File: src/rtl/core/sprq_pkg.sv
// Shared types and constants for the strict-priority ring queues.
`default_nettype none

package sprq_pkg;

  // Fixed field widths of the channel beats
  localparam int unsigned FUNC_W      = 2;
  localparam int unsigned LEVEL_W     = 3;
  localparam int unsigned STATUS_W    = 2;
  localparam int unsigned OUT_HANDLE_W = 32;

  // Result queue in the back end
  localparam int unsigned QUEUE_DEPTH = 4;
  localparam int unsigned QPTR_W      = 2;
  localparam int unsigned QCNT_W      = QPTR_W + 1;

  typedef enum logic [FUNC_W-1:0] {
    FN_PUSH      = 2'd0,
    FN_POP_PRIO  = 2'd1,
    FN_POP_NAMED = 2'd2
  } func_e;

  typedef enum logic [STATUS_W-1:0] {
    ST_PUSH_OK   = 2'd0,
    ST_PUSH_FULL = 2'd1,
    ST_POPPED    = 2'd2,
    ST_EMPTY     = 2'd3
  } status_e;

  // Classified beat handed from front to back, aligned with the RAM read data
  typedef struct packed {
    logic                 valid;
    status_e              status;
    logic [LEVEL_W-1:0]   level;
  } issue_t;

endpackage

`default_nettype wire

File: src/rtl/core/sprq_ram.sv
// Generic single-write, single-read RAM with registered read data.
`default_nettype none

module sprq_ram #(
  parameter int unsigned WIDTH = 32,
  parameter int unsigned DEPTH = 32,
  parameter int unsigned ADDR_W = 5
) (
  input  wire logic              clk_i,
  input  wire logic              we_i,
  input  wire logic [ADDR_W-1:0] waddr_i,
  input  wire logic [WIDTH-1:0]  wdata_i,
  input  wire logic              re_i,
  input  wire logic [ADDR_W-1:0] raddr_i,
  output logic      [WIDTH-1:0]  rdata_o
);

  logic [WIDTH-1:0] mem_q [DEPTH];
  logic [WIDTH-1:0] rdata_q;

  // Write port and registered read port
  always_ff @(posedge clk_i) begin
    if (we_i) begin
      mem_q[waddr_i] <= wdata_i;
    end
    if (re_i) begin
      rdata_q <= mem_q[raddr_i];
    end
  end

  assign rdata_o = rdata_q;

endmodule

`default_nettype wire

File: src/rtl/core/sprq_front.sv
// Front end: classifies each beat, owns head/tail pointers, drives the stores.
`default_nettype none

module sprq_front #(
  parameter int unsigned NUM_LEVELS = 2,
  parameter int unsigned RING_DEPTH = 16,
  parameter int unsigned ADDR_W     = 5
) (
  input  wire logic                          clk_i,
  input  wire logic                          rst_ni,
  input  wire logic                          accept_i,
  input  wire logic [sprq_pkg::FUNC_W-1:0]   func_i,
  input  wire logic [sprq_pkg::LEVEL_W-1:0]  level_i,
  output logic                               ram_we_o,
  output logic      [ADDR_W-1:0]             ram_waddr_o,
  output logic                               ram_re_o,
  output logic      [ADDR_W-1:0]             ram_raddr_o,
  output sprq_pkg::issue_t                   issue_o
);

  import sprq_pkg::*;

  localparam int unsigned LW = (NUM_LEVELS > 1) ? $clog2(NUM_LEVELS) : 1;
  localparam int unsigned PW = $clog2(RING_DEPTH);

  logic [PW-1:0]         head_q [NUM_LEVELS];
  logic [PW-1:0]         head_d [NUM_LEVELS];
  logic [PW-1:0]         tail_q [NUM_LEVELS];
  logic [PW-1:0]         tail_d [NUM_LEVELS];
  logic [NUM_LEVELS-1:0] nonempty;
  logic                  prio_hit;
  logic [LW-1:0]         prio_lvl;
  logic                  lvl_ok;
  logic [LW-1:0]         lvl_idx;
  logic [PW-1:0]         tail_next;
  issue_t                issue_d;
  issue_t                issue_q;

  // Ring pointer step with wrap at the ring depth
  function automatic logic [PW-1:0] ring_adv(input logic [PW-1:0] p);
    ring_adv = (p == PW'(RING_DEPTH - 1)) ? '0 : PW'(p + 1'b1);
  endfunction

  // Flat store address of one ring slot
  function automatic logic [ADDR_W-1:0] slot_addr(input logic [LW-1:0] lv,
                                                  input logic [PW-1:0] p);
    slot_addr = ADDR_W'(ADDR_W'(lv) * ADDR_W'(RING_DEPTH) + ADDR_W'(p));
  endfunction

  // Occupancy flags and priority encoder, level 0 wins
  always_comb begin
    prio_hit = 1'b0;
    prio_lvl = '0;
    for (int i = 0; i < int'(NUM_LEVELS); i++) begin
      nonempty[i] = (head_q[i] != tail_q[i]);
    end
    for (int i = int'(NUM_LEVELS) - 1; i >= 0; i--) begin
      if (nonempty[i]) begin
        prio_hit = 1'b1;
        prio_lvl = LW'(i);
      end
    end
  end

  assign lvl_ok  = (4'(level_i) < 4'(NUM_LEVELS));
  assign lvl_idx = level_i[LW-1:0];

  // Classification and pointer updates
  always_comb begin
    head_d         = head_q;
    tail_d         = tail_q;
    ram_we_o       = 1'b0;
    ram_waddr_o    = '0;
    ram_re_o       = 1'b0;
    ram_raddr_o    = '0;
    tail_next      = '0;
    issue_d.valid  = accept_i;
    issue_d.status = ST_EMPTY;
    issue_d.level  = '0;
    unique case (func_e'(func_i))
      FN_PUSH: begin
        if (lvl_ok) begin
          tail_next = ring_adv(tail_q[lvl_idx]);
        end
        if (lvl_ok && (tail_next != head_q[lvl_idx])) begin
          issue_d.status = ST_PUSH_OK;
          ram_we_o       = accept_i;
          ram_waddr_o    = slot_addr(lvl_idx, tail_q[lvl_idx]);
          if (accept_i) begin
            tail_d[lvl_idx] = tail_next;
          end
        end else begin
          issue_d.status = ST_PUSH_FULL;
        end
      end
      FN_POP_PRIO: begin
        if (prio_hit) begin
          issue_d.status = ST_POPPED;
          issue_d.level  = LEVEL_W'(prio_lvl);
          ram_re_o       = accept_i;
          ram_raddr_o    = slot_addr(prio_lvl, head_q[prio_lvl]);
          if (accept_i) begin
            head_d[prio_lvl] = ring_adv(head_q[prio_lvl]);
          end
        end
      end
      FN_POP_NAMED: begin
        if (lvl_ok && nonempty[lvl_idx]) begin
          issue_d.status = ST_POPPED;
          issue_d.level  = level_i;
          ram_re_o       = accept_i;
          ram_raddr_o    = slot_addr(lvl_idx, head_q[lvl_idx]);
          if (accept_i) begin
            head_d[lvl_idx] = ring_adv(head_q[lvl_idx]);
          end
        end
      end
      default: begin
        issue_d.status = ST_EMPTY;
      end
    endcase
  end

  // Pointer and issue registers
  always_ff @(posedge clk_i or negedge rst_ni) begin
    if (!rst_ni) begin
      for (int i = 0; i < int'(NUM_LEVELS); i++) begin
        head_q[i] <= '0;
        tail_q[i] <= '0;
      end
      issue_q <= '0;
    end else begin
      head_q  <= head_d;
      tail_q  <= tail_d;
      issue_q <= issue_d;
    end
  end

  assign issue_o = issue_q;

endmodule

`default_nettype wire

File: src/rtl/core/sprq_back.sv
// Back end: forms result beats from the issue and store read, queues them.
`default_nettype none

module sprq_back #(
  parameter int unsigned STORE_W = 32
) (
  input  wire logic                              clk_i,
  input  wire logic                              rst_ni,
  input  sprq_pkg::issue_t                       issue_i,
  input  wire logic [STORE_W-1:0]                handler_i,
  input  wire logic [STORE_W-1:0]                argument_i,
  input  wire logic                              pop_i,
  output logic                                   space_o,
  output logic                                   empty_o,
  output logic      [sprq_pkg::STATUS_W-1:0]     status_o,
  output logic      [sprq_pkg::LEVEL_W-1:0]      popped_level_o,
  output logic      [sprq_pkg::OUT_HANDLE_W-1:0] out_handler_o,
  output logic      [sprq_pkg::OUT_HANDLE_W-1:0] out_argument_o
);

  import sprq_pkg::*;

  status_e            q_status   [QUEUE_DEPTH];
  logic [LEVEL_W-1:0] q_level    [QUEUE_DEPTH];
  logic [STORE_W-1:0] q_handler  [QUEUE_DEPTH];
  logic [STORE_W-1:0] q_argument [QUEUE_DEPTH];
  logic [QPTR_W-1:0]  wr_q, wr_d;
  logic [QPTR_W-1:0]  rd_q, rd_d;
  logic [QCNT_W-1:0]  cnt_q, cnt_d;
  logic               wr_en;
  logic               rd_en;
  logic               popped;

  assign wr_en  = issue_i.valid;
  assign rd_en  = pop_i && (cnt_q != '0);
  assign popped = (issue_i.status == ST_POPPED);

  // Pointer and fill count bookkeeping
  always_comb begin
    wr_d  = wr_en ? QPTR_W'(wr_q + 1'b1) : wr_q;
    rd_d  = rd_en ? QPTR_W'(rd_q + 1'b1) : rd_q;
    cnt_d = QCNT_W'(cnt_q + QCNT_W'(wr_en) - QCNT_W'(rd_en));
  end

  always_ff @(posedge clk_i or negedge rst_ni) begin
    if (!rst_ni) begin
      wr_q  <= '0;
      rd_q  <= '0;
      cnt_q <= '0;
    end else begin
      wr_q  <= wr_d;
      rd_q  <= rd_d;
      cnt_q <= cnt_d;
    end
  end

  // Result storage; handles zeroed unless the beat popped an entry
  always_ff @(posedge clk_i) begin
    if (wr_en) begin
      q_status[wr_q]   <= issue_i.status;
      q_level[wr_q]    <= issue_i.level;
      q_handler[wr_q]  <= popped ? handler_i : '0;
      q_argument[wr_q] <= popped ? argument_i : '0;
    end
  end

  // Room for the in-flight beat plus a new one
  assign space_o = (QCNT_W'(cnt_q + QCNT_W'(issue_i.valid)) < QCNT_W'(QUEUE_DEPTH));
  assign empty_o = (cnt_q == '0);

  assign status_o       = q_status[rd_q];
  assign popped_level_o = q_level[rd_q];
  assign out_handler_o  = OUT_HANDLE_W'(q_handler[rd_q]);
  assign out_argument_o = OUT_HANDLE_W'(q_argument[rd_q]);

endmodule

`default_nettype wire

File: src/rtl/core/strict_priority_ring_queues.sv
// Top level of the strict-priority ring queues: front end, handle stores, back end.
//
//   channel   direction  handshake        beat
//   request   in         push_i / full_o  func, level, handler_handle, argument_handle
//   result    out        pop_i / empty_o  status, popped_level, out_handler, out_argument
//
// One request beat is taken per cycle while full_o is low; its store read and issue beat are
// registered at the accepting edge, and the result queue is written from them, after which
// the result is on the result ports and can be popped.
// Reset clears the ring pointers and the result queue; the handle stores are not cleared.
// full_o rises when the four-entry result queue plus the beat in flight would overflow,
// so a stalled result side holds back the request side after at most four beats.
`default_nettype none

module strict_priority_ring_queues #(
  parameter int unsigned NUM_LEVELS   = 2,
  parameter int unsigned RING_DEPTH   = 16,
  parameter int unsigned HANDLE_WIDTH = 32
) (
  input  wire logic                              clk_i,
  input  wire logic                              rst_ni,
  input  wire logic                              push_i,
  output logic                                   full_o,
  input  wire logic [sprq_pkg::FUNC_W-1:0]       func_i,
  input  wire logic [sprq_pkg::LEVEL_W-1:0]      level_i,
  input  wire logic [sprq_pkg::OUT_HANDLE_W-1:0] handler_handle_i,
  input  wire logic [sprq_pkg::OUT_HANDLE_W-1:0] argument_handle_i,
  input  wire logic                              pop_i,
  output logic                                   empty_o,
  output logic      [sprq_pkg::STATUS_W-1:0]     status_o,
  output logic      [sprq_pkg::LEVEL_W-1:0]      popped_level_o,
  output logic      [sprq_pkg::OUT_HANDLE_W-1:0] out_handler_o,
  output logic      [sprq_pkg::OUT_HANDLE_W-1:0] out_argument_o
);

  import sprq_pkg::*;

  localparam int unsigned STORE_W = (HANDLE_WIDTH < OUT_HANDLE_W) ? HANDLE_WIDTH
                                                                  : OUT_HANDLE_W;
  localparam int unsigned SLOTS   = NUM_LEVELS * RING_DEPTH;
  localparam int unsigned ADDR_W  = $clog2(SLOTS);

  logic               accept;
  logic               space;
  logic               ram_we;
  logic [ADDR_W-1:0]  ram_waddr;
  logic               ram_re;
  logic [ADDR_W-1:0]  ram_raddr;
  logic [STORE_W-1:0] rd_handler;
  logic [STORE_W-1:0] rd_argument;
  issue_t             issue;

  assign accept = push_i && space;
  assign full_o = !space;

  // Classification and ring pointers
  sprq_front #(
    .NUM_LEVELS(NUM_LEVELS),
    .RING_DEPTH(RING_DEPTH),
    .ADDR_W    (ADDR_W)
  ) u_front (
    .clk_i      (clk_i),
    .rst_ni     (rst_ni),
    .accept_i   (accept),
    .func_i     (func_i),
    .level_i    (level_i),
    .ram_we_o   (ram_we),
    .ram_waddr_o(ram_waddr),
    .ram_re_o   (ram_re),
    .ram_raddr_o(ram_raddr),
    .issue_o    (issue)
  );

  // Handler and argument stores
  sprq_ram #(
    .WIDTH (STORE_W),
    .DEPTH (SLOTS),
    .ADDR_W(ADDR_W)
  ) u_handler_ram (
    .clk_i  (clk_i),
    .we_i   (ram_we),
    .waddr_i(ram_waddr),
    .wdata_i(handler_handle_i[STORE_W-1:0]),
    .re_i   (ram_re),
    .raddr_i(ram_raddr),
    .rdata_o(rd_handler)
  );

  sprq_ram #(
    .WIDTH (STORE_W),
    .DEPTH (SLOTS),
    .ADDR_W(ADDR_W)
  ) u_argument_ram (
    .clk_i  (clk_i),
    .we_i   (ram_we),
    .waddr_i(ram_waddr),
    .wdata_i(argument_handle_i[STORE_W-1:0]),
    .re_i   (ram_re),
    .raddr_i(ram_raddr),
    .rdata_o(rd_argument)
  );

  // Result formation and output queue
  sprq_back #(
    .STORE_W(STORE_W)
  ) u_back (
    .clk_i         (clk_i),
    .rst_ni        (rst_ni),
    .issue_i       (issue),
    .handler_i     (rd_handler),
    .argument_i    (rd_argument),
    .pop_i         (pop_i),
    .space_o       (space),
    .empty_o       (empty_o),
    .status_o      (status_o),
    .popped_level_o(popped_level_o),
    .out_handler_o (out_handler_o),
    .out_argument_o(out_argument_o)
  );

`ifndef NO_ASSERTIONS
  // Every accepted beat reaches the back end in the following cycle
  a_accept_issues: assert property (@(posedge clk_i) disable iff (!rst_ni)
    accept |=> issue.valid)
    else $error("accepted beat did not issue");

  // A store slot is never read and written in the same cycle
  a_no_rw_clash: assert property (@(posedge clk_i) disable iff (!rst_ni)
    !(ram_we && ram_re))
    else $error("store read and write in one cycle");

  // Popped results come only from existing levels
  a_popped_level: assert property (@(posedge clk_i) disable iff (!rst_ni)
    (!empty_o && status_o == ST_POPPED) |-> (4'(popped_level_o) < 4'(NUM_LEVELS)))
    else $error("popped level out of range");

  // Results that popped nothing carry zero fields
  a_zero_fields: assert property (@(posedge clk_i) disable iff (!rst_ni)
    (!empty_o && status_o != ST_POPPED) |->
      (popped_level_o == '0 && out_handler_o == '0 && out_argument_o == '0))
    else $error("non-pop result carries data");
`endif

endmodule

`default_nettype wire
File: config.mk
export PLATFORM = sky130hd
export DESIGN_NAME = strict_priority_ring_queues
export DESIGN_NICKNAME = d
export VERILOG_FILES = /design/src/rtl/core/sprq_pkg.sv /design/src/rtl/core/sprq_ram.sv /design/src/rtl/core/sprq_front.sv /design/src/rtl/core/sprq_back.sv /design/src/rtl/core/strict_priority_ring_queues.sv
export SDC_FILE = /design/constraint.sdc
export NUM_CORES = 2
export LEC_CHECK = 0
export BUFFER_PORTS_ARGS = -buffer_cell sky130_fd_sc_hd__buf_4
export CORE_UTILIZATION = 56
export CTS_CLUSTER_DIAMETER = 80
export CTS_CLUSTER_SIZE = 25
export DETAILED_ROUTE_END_ITERATION = 16
export PLACE_DENSITY = 0.72
export SYNTH_ARGS = -nofsm -noshare
export SYNTH_HDL_FRONTEND = slang
export SYNTH_SLANG_ARGS = --single-unit
File: constraint.sdc
create_clock -name clk_i -period 16.3 [get_ports clk_i]
set_clock_uncertainty 0.05 [all_clocks]
set_input_delay 2.445 -clock clk_i [delete_from_list [all_inputs] [get_ports clk_i]]
set_output_delay 2.445 -clock clk_i [all_outputs]
set_load 0.01 [all_outputs]
==> impl_summary.log <==
[metrics] run status: complete, no violations
[metrics] total iterations of the first detailed-routing run: 8
[metrics] timing-limited maximum frequency: 0.136 GHz
[metrics] proportion of layout cells with a drive suffix above 1: 11.7%
[metrics] number of storage elements in the synthesis netlist: 2417
[metrics] Max IR drop VDD: 0.122 mV
[metrics] clock sink total: 2417
[metrics] mean area per synthesized cell: 16.4 um^2
[metrics] vias after detailed routing: 55.5k
[metrics] most common cell type on the critical path: buf_4
[metrics] total number of yosys warnings: 0
[metrics] post-cts resize count: 0
[metrics] clock tree from TritonCTS: yes
[metrics] clock latency at the later pin of the worst-skew pair: 0.80 ns
[metrics] cells along the critical path: buf_4 -> inv_1 -> ha_1 -> or4b_1 -> a41oi_2 -> o2bb2ai_2 -> a221oi_4 -> buf_4 -> buf_4 -> buf_4 -> nor2_4 -> buf_4 -> a221oi_1 -> a21oi_1 -> a211oi_1
[metrics] die outline area: 0.173 mm^2
[metrics] mapped cell area: 0.0962 mm^2
[metrics] via density per instance: 6.84
[metrics] Post-Layout Cell Count: 8108
[metrics] fraction of registers with async set or reset after synthesis: 1.20%
[metrics] antenna violations before repair: 32
[metrics] worst stage delay on the critical path: 0.74 ns
[metrics] kind of cell adding the most delay to the critical path: buffers and inverters
[metrics] last weighted congestion value of the routability-driven placer: 0.851
[metrics] cell with the biggest individual delay on the critical path: buf_4
[metrics] post-detailed-route wirelength per cell: 32.2 um
[metrics] post-synthesis cell count: 5859
[metrics] Final Max Slew Viols: 0
[metrics] library cells used by synthesis: 78
[metrics] clock transition time at the flip-flop clock pins of the worst setup and hold paths: 0.10 ns
[metrics] Crit path required time: 16.75 ns
[metrics] placed cell count: 7949
[metrics] ys flop type: edfxtp_1
[metrics] worst-case setup slack after placement: 8.27 ns
[metrics] minimum period implied by the final worst setup slack: 7.35 ns
[metrics] Worst Max-Slew Pin Slew: 1.36 ns
[metrics] pin count of the biggest net entering global routing: 158
[metrics] Detailed Place HPWL: 136000 um
[metrics] critical path buffer and inverter count: 6
[metrics] GRT Util Overall: 29.7%
[metrics] Root Driver: clkbuf_16
[metrics] leading area contributor after synthesis: edfxtp_1
[metrics] capturing element type of the critical path: flop
[metrics] share of the cycle needed by the critical path after routing: 45.1%
[metrics] Post-synth EDFFs: 2388
[metrics] Cell Pwr Density: 120 mW/mm^2
[metrics] P_leak: 31.5 nW
[metrics] most common library cell in the layout ignoring fill and taps: edfxtp_1
[metrics] post-route worst setup slack: 8.95 ns
[metrics] Max-Slew Margin vs Limit: 9.41%
[metrics] Area growth, synth to finish: 6.96%
[metrics] Data arrival, critical path: 7.80 ns
[metrics] vias in the first global route: 53.4k
[metrics] floorplan row count: 151
[metrics] top-area cell type share of the netlist area: 74.6%
[metrics] starting utilization of the core area: 56.6%
[metrics] maximum capacitance violations: 0
[metrics] wirelength, routed: 261000 um
[metrics] initial drt markers: 8352
[metrics] Die Y: 416 um
[metrics] number of buffers inserted by port buffering: 143
[metrics] number of buffers added by the clock tree synthesis step: 110
[metrics] maximum clock insertion buffer count: 3
[metrics] count of boundary I/O pins: 144
[metrics] DRC errors left: 0
[metrics] class of the worst hold path: reg2reg
[metrics] CTS HTree Levels: 3
[metrics] Layout Nets: 5932
[metrics] largest driver fanout on the critical path: 60
[metrics] first-pass GRT wire length: 372000 um
[metrics] fill cell count: 12.1k
[metrics] most frequent cells in the layout: 2388 x edfxtp_1, 393 x nand2_1, 393 x mux2i_1, 367 x nor2_1, 314 x o21ai_0
[metrics] CORE AREA: 0.170 mm^2
[metrics] Post-CTS Repair Setup Buffers: 0
[metrics] total negative slack for setup checks: 0 ns
[metrics] ranking of synthesized cells by area: edfxtp_1 75%, mux4_2 4.4%, mux2i_1 4.1%
[metrics] final global-route overflow total: 0
[metrics] Final setup violation count: 0
[metrics] Post-CTS Hold Fix Bufs: 0
[metrics] critical path startpoint category: primary input
[metrics] unrepaired setup endpoints after global routing: false
[metrics] Hold Vio Cnt, Final: 0
[metrics] DIE WIDTH: 416 um
[metrics] antenna viol nets, final: 0
[metrics] start-to-end type of the worst setup path: in2reg
[metrics] part of the Yosys area used for sequential elements: 75.3%
## through the flow
stage	cell area (um^2)	utilization (%)	power [mW]	hold slack [ns]
5_1_grt	103000	60.5	12.7	0.474
4_1_cts	103000	60.5	12.3	0.446
2_1_floorplan	96200	-	8.50	0.405
3_3_place_gp	99700	58.6	9.24	0.410
6_report	103000	60.5	12.3	0.446
3_5_place_dp	99700	58.6	9.29	0.422
## cell usage after synthesis (all sizes together) (6+ instances only)
master	count
a21oi	129
nor4	59
nand3	12
a211o	6
inv	18
and2	71
ha	16
nor3	253
o211ai	62
or3	10
a311oi	6
o31ai	10
mux2i	393
xnor2	20
o221ai	6
mux2	17
a211oi	61
mux4	190
nor2	407
a221oi	64
clkbuf	215
nand4	64
edfxtp	2388
o22ai	71
nand2b	120
a32oi	181
dfrtp	29
nand2	398
buf	183
o21ai	317
## final timing paths
kind / start / to / slack (ns) / cells after the start
max: func_i[0] / u_argument_ram.rdata_o[30] / 8.95 / 15
max reg2reg: u_front.head_q[6] / u_argument_ram.rdata_o[30] / 10.18 / 12
min in group asynchronous: rst_ni / u_front.head_q[0] / 1.53 / 1
min: u_front.issue_o[1] / u_back.q_level[3][1] / 0.45 / 0
max in group asynchronous: rst_ni / u_back.rd_q[0] / 14.36 / 1
min reg2reg: u_front.issue_o[1] / u_back.q_level[3][1] / 0.45 / 0
## kinds of logic (layout without fill, tap and decap cells)
logic type | count (synthesis) | after routing | synth area share [%]
adders and majority gates | 16 | 16 | 0.208
DFF | 2417 | 2417 | 75.3
AOI/OAI and AO/OA | 963 | 963 | 6.72
other | 1 | 19 | 0.00390
buffers and inverters | 417 | 430 | 1.94
xor gates and xnor gates | 25 | 25 | 0.228
muxes | 600 | 600 | 8.74
and+or+nand+nor | 1420 | 1420 | 6.85
## worst reg2reg max path: stages (launching register included)
cell      delay (ns)
dfrtp_1         0.51
xnor2_1         0.45
and4_1          0.49
nor3b_1         0.16
a221oi_4        0.19
buf_4           0.72
buf_4           0.81
buf_4           0.66
nor2_4          0.11
buf_4           0.37
a221oi_1        0.52
a21oi_1         0.18
a211oi_1        0.62
## where the power goes
group / switching, mW / leakage [nW] / total [mW] / internal (mW)
registers: 0.135 / 21.9 / 7.18 / 7.04
clock network: 1.86 / 1.51 / 3.14 / 1.28
logic: 1.26 / 8.09 / 1.98 / 0.725
## layout make-up
type | count | area (um^2) | share of cell area [%]
multi-input combinational | 3026 | 22300 | 21.7
antenna | 17 | 42.5 | 0.0414
clock buffer | 120 | 2850 | 2.77
tap | 2218 | 2780 | 2.70
timing repair buffer | 269 | 2090 | 2.04
sequential | 2417 | 72400 | 70.4
inverter | 19 | 78.8 | 0.0766
clock inverter | 22 | 258 | 0.251
## sequential cells by signal (all words and copies together) (netlist names)
signal,flops
u_argument_ram.mem_q,1024
u_handler_ram.mem_q,1024
u_back.q_argument,128
u_back.q_handler,128
u_argument_ram.rdata_o,32
u_handler_ram.rdata_o,32
u_back.q_level,12
u_back.q_status,8
u_front.head_q,8
u_front.tail_q,8
u_front.issue_o,6
u_back.cnt_q,3
u_back.rd_q,2
u_back.wr_q,2
## metal layers
metal | vias to the layer above | wire length (um) | global-route usage, %
met1 | 28000 | 95100 | 40.0
met5 | - | 151 | 0
met4 | 24 | 11300 | 12.0
li1 | 23000 | - | -
met3 | 706 | 33000 | 7.13
met2 | 3711 | 122000 | 47.1
No activity file was read; power rests on OpenSTA's default activity.
